<file path="src/hw/rtl/lpmt_pkg.sv">
// Shared types and constants for the longest-prefix-match trie unit.
package lpmt_pkg;

  localparam int ADDR_W  = 32;
  localparam int LEN_W   = 6;
  localparam int ROUTE_W = 10;

  localparam logic [LEN_W-1:0] DEPTH_MAX = 6'd32;

  typedef enum logic [1:0] {
    ST_HIT    = 2'd0,
    ST_MISS   = 2'd1,
    ST_STORED = 2'd2,
    ST_FULL   = 2'd3
  } status_t;

  typedef enum logic [1:0] {
    S_IDLE,
    S_WALK,
    S_RESULT
  } state_t;

  typedef enum logic [2:0] {
    OP_NONE,
    OP_DESCEND,
    OP_LINK,
    OP_STORE,
    OP_FULL,
    OP_LOOKUP_END
  } op_t;

  typedef struct packed {
    logic take;
    op_t  op;
    logic emit;
  } cmd_t;

  typedef struct packed {
    logic is_lookup;
    logic at_end;
    logic has_child;
    logic fresh;
    logic pool_empty;
    logic out_free;
  } sts_t;

endpackage

</file>
<file path="src/hw/rtl/lpmt_ctrl.sv">
// Sequencer for the trie walk: decides one step per cycle from datapath status.
module lpmt_ctrl (
  input  logic          clk,
  input  logic          rst,
  input  logic          in_valid,
  output logic          in_stall,
  input  lpmt_pkg::sts_t sts,
  output lpmt_pkg::cmd_t cmd
);
  import lpmt_pkg::*;

  state_t state;
  state_t state_next;
  op_t    walk_op;

  always_ff @(posedge clk) begin
    if (rst) begin
      state <= S_IDLE;
    end else begin
      state <= state_next;
    end
  end

  // step choice while walking
  always_comb begin
    if (sts.is_lookup) begin
      if (sts.at_end || !sts.has_child) walk_op = OP_LOOKUP_END;
      else                              walk_op = OP_DESCEND;
    end else if (sts.at_end) begin
      walk_op = OP_STORE;
    end else if (sts.has_child && !sts.fresh) begin
      walk_op = OP_DESCEND;
    end else if (sts.pool_empty) begin
      walk_op = OP_FULL;
    end else begin
      walk_op = OP_LINK;
    end
  end

  always_comb begin
    state_next = state;
    unique case (state)
      S_IDLE: begin
        if (in_valid) state_next = S_WALK;
      end
      S_WALK: begin
        if (walk_op == OP_LOOKUP_END || walk_op == OP_STORE || walk_op == OP_FULL) begin
          state_next = S_RESULT;
        end
      end
      S_RESULT: begin
        if (sts.out_free) state_next = S_IDLE;
      end
      default: state_next = S_IDLE;
    endcase
  end

  always_comb begin
    cmd      = '{take: 1'b0, op: OP_NONE, emit: 1'b0};
    in_stall = 1'b1;
    unique case (state)
      S_IDLE: begin
        in_stall = 1'b0;
        cmd.take = in_valid;
      end
      S_WALK: begin
        cmd.op = walk_op;
      end
      S_RESULT: begin
        cmd.emit = sts.out_free;
      end
      default: ;
    endcase
  end

endmodule

</file>
<file path="config.mk">
export PLATFORM = sky130hd
export DESIGN_NAME = lpmt_ctrl
export DESIGN_NICKNAME = d
export VERILOG_FILES = /design/src/hw/rtl/lpmt_pkg.sv /design/src/hw/rtl/lpmt_ctrl.sv
export SDC_FILE = /design/constraint.sdc
export NUM_CORES = 1
export LEC_CHECK = 0
export BUFFER_PORTS_ARGS = -buffer_cell sky130_fd_sc_hd__buf_2
export CAP_MARGIN = 20
export CORE_AREA = 2 2 39 41
export DETAILED_ROUTE_END_ITERATION = 8
export DIE_AREA = 0 0 41 43
export HOLD_SLACK_MARGIN = 0.08
export RECOVER_POWER = 25
export SYNTH_ARGS = -nofsm -noshare
export SYNTH_HDL_FRONTEND = slang
export SYNTH_SLANG_ARGS = --single-unit
</file>
<file path="constraint.sdc">
create_clock -name clk -period 0.8 [get_ports clk]
set_input_delay 0.08 -clock clk [delete_from_list [all_inputs] [get_ports clk]]
set_output_delay 0.08 -clock clk [all_outputs]
set_load 0.01 [all_outputs]
</file>
==> qor.yml <==
routing:
  drc: 0
  drt_first_pass_iters: 2
  drt-met1-wl_um: 208
  drt_iter0_drc: 1
  wl_per_cell_um: 9.016
  met2_length_um: 319
  ant_nets: 0
  viasPerCell: 4.032
  top_layer: "met3"
  routed_wl_um: 568
  via_count: 254
  dr_wl_met3_um: 40
sta:
  tns_ns: -1.663
  post-route-period-util: 1.337
  finalClockSkew_ns: 0.001462
  final_hold_viol_count: 0
  relSlewSlack: 0.8332
  finalSetupViolations: 8
  finalMaxSlewViolations: 0
  rsz0062_at_grt: "true"
  timing.fmax_mhz: 935.1
  finalWorstSetupSlack_ns: -0.2694
  layout_min_cycle_time_ns: 1.069
  max_slew.worst_pin.slew_ns: 0.2502
finish:
  design_area_um2: 402.9
  syn2layout_area_growth_pct: 120.5
  largest_reg_flops: 2
  nNetsFinal: 58
  top_register: "state"
  instances_no_fill: 63
  drive_gt1_frac: 0.7234
  diodes: 0
  reg_top3: "state x2"
power_and_ir_drop:
  leakagePower_nw: 0.1931
  peakVddDrop_mv: 0.2992
  p_per_area_nw_per_um2: 1335
placement:
  gp_congestion: 0.5777
  pre_cts_ws_ns: -0.1421
  place_area_um2: 324.1
  dp_cells: 57
  port_buffers: 14
cts:
  tritoncts: "done"
  cts_buffer_depth: 2
  clkSlewWorstSetupHoldPaths_ns: 0.03
  htree_levels: 1
  cts_hold_buf: 0
  clk_latency_ns: 0.22
  cts-root-buf: "clkbuf_4"
  cts_made_buffers: 3
  clock-sinks: 2
worst_setup_path:
  worstSetupStartpointType: "flop"
  regToRegSetupSlack_ns: -0.11
  crit_path_max_fanout: 5
  crit_required_ns: 0.72
  rr_worst_depth: 3
  r2r_end: "state[0]$_SDFFE_PP0P_"
  rr_startpoint: "state[1]$_SDFFE_PP0P_"
  crit_arrival_ns: 0.99
  worstSetupPathType: "reg -> out"
  end_kind: "primary output"
logic_synthesis:
  synthDistinctLibCells: 17
  syn_area_um2: 182.7
  ys_top_cells_by_area: "dfxtp_1 (22%), nor2_1 (8.2%), nand2b_1 (6.8%)"
  yosysWarnings: 0
  synth_nets: 33
  yosys.area.top_type: "dfxtp_1"
  netlist_instances: 24
  syn_area_per_cell_um2: 7.611
  yosysSeqAreaShare: 0.2192
  ys_ff_latch: 2
  synth_top_cell_area_share: 0.2192
floorplan:
  core_area_um2: 1384
  design.die.area_um2: 1763
  die_y_um: 43
  start_util: 0.1320
  die_w_um: 41
  io_pins: 15
  rows: 14
global_route:
  grt-ovfl-total: 0
  grt_max_degree: 6
  antenna_found_initial: 0
  grt_pass1_vias: 238
  track_usage: 0.08024
  grt_pass1_wl_um: 883
hold_path:
  hp-class: "in -> reg"
  min_path_cells: 2
  hold_start: "rst"
  hold_end: "state[0]$_SDFFE_PP0P_"
status:
  status: "finished with violations"
  violations: "setup timing"
flow_run:
  maxCapViolCount: 0
power by group:
group	internal, mW	total (mW)	switching [mW]
clock network	0.165	0.215	0.0503
registers	0.109	0.120	0.0111
logic	0.111	0.203	0.0918
layout make-up:
cell class	instances	area, um2
sequential	2	45.04
clock buffer	3	22.52
multi-input combinational	20	186.4
tap	16	20.02
timing repair buffer	20	121.4
inverter	2	7.507
fill	155	980.9
stage by stage:
| stage | total power, mW | util | hold WS (ns) |
|---|---|---|---|
| after floorplan | 0.2126 | - | 0.1776 |
| after global placement | 0.2826 | 0.2342 | 0.3191 |
| final | 0.5380 | 0.2911 | 0.1445 |
| after global routing | 0.5812 | 0.2911 | 0.1488 |
| after CTS | 0.5434 | 0.2794 | 0.1186 |
| after detailed placement | 0.2850 | 0.2342 | 0.3233 |
layer usage:
layer,up-vias,GRT usage
li1,133,-
met1,115,0.07051
met2,6,0.1250
met3,0,0.04712
met4,0,0.06000
met5,-,0
cells in the mapped netlist (all sizes together):
| master | n |
|---|---|
| dfxtp | 2 |
| a31o | 1 |
| nor3 | 1 |
| nand2b | 3 |
| nor2b | 1 |
| a21oi | 2 |
| o32a | 1 |
| and2b | 1 |
| or2 | 1 |
| nor2 | 4 |
| nand3b | 1 |
| inv | 2 |
| o22ai | 1 |
| nor4b | 1 |
| and3b | 1 |
| o31ai | 1 |
cell usage in the layout (no fill, tap or decap), types with 2 or more instances in the layout:
master    count
nor2_4        2
clkbuf_4      3
buf_2        13
nor2_1        2
inv_1         2
buf_4         6
a21oi_1       2
cell families (layout without fill, tap and decap cells):
logic type             Yosys count  after routing  share of synthesized area
AND/OR/NAND/NOR                 14             14                     0.4795
AO/OA/AOI/OAI                    6              6                     0.2603
flip-flops                       2              2                     0.2192
buffers and inverters            2             25                    0.04111
worst max-delay path by stage:
stage | from | cells after the start | to
6_report | state[0]$_SDFFE_PP0P_ | 3 | cmd[4]
5_1_grt | state[1]$_SDFFE_PP0P_ | 3 | cmd[2]
4_1_cts | state[1]$_SDFFE_PP0P_ | 3 | cmd[2]
3_5_place_dp | state[0]$_SDFFE_PP0P_ | 3 | cmd[2]
3_3_place_gp | state[0]$_SDFFE_PP0P_ | 3 | cmd[2]
2_1_floorplan | state[0]$_SDFFE_PP0P_ | 2 | state[1]$_SDFFE_PP0P_
worst max-delay path: stages, from the launching register on:
cell,delay [ns]
dfxtp_4,0.35
or2_4,0.24
nor2_4,0.08
buf_6,0.10
repair_timing:
| item | CTS | global route |
|---|---|---|
| pin swaps | 2 | 0 |
| endpoints found under the setup margin | 8 | 8 |
| gates resized for setup | 7 | 1 |
| buffers inserted | 2 | 1 |
(Power assumes the default switching activity.)
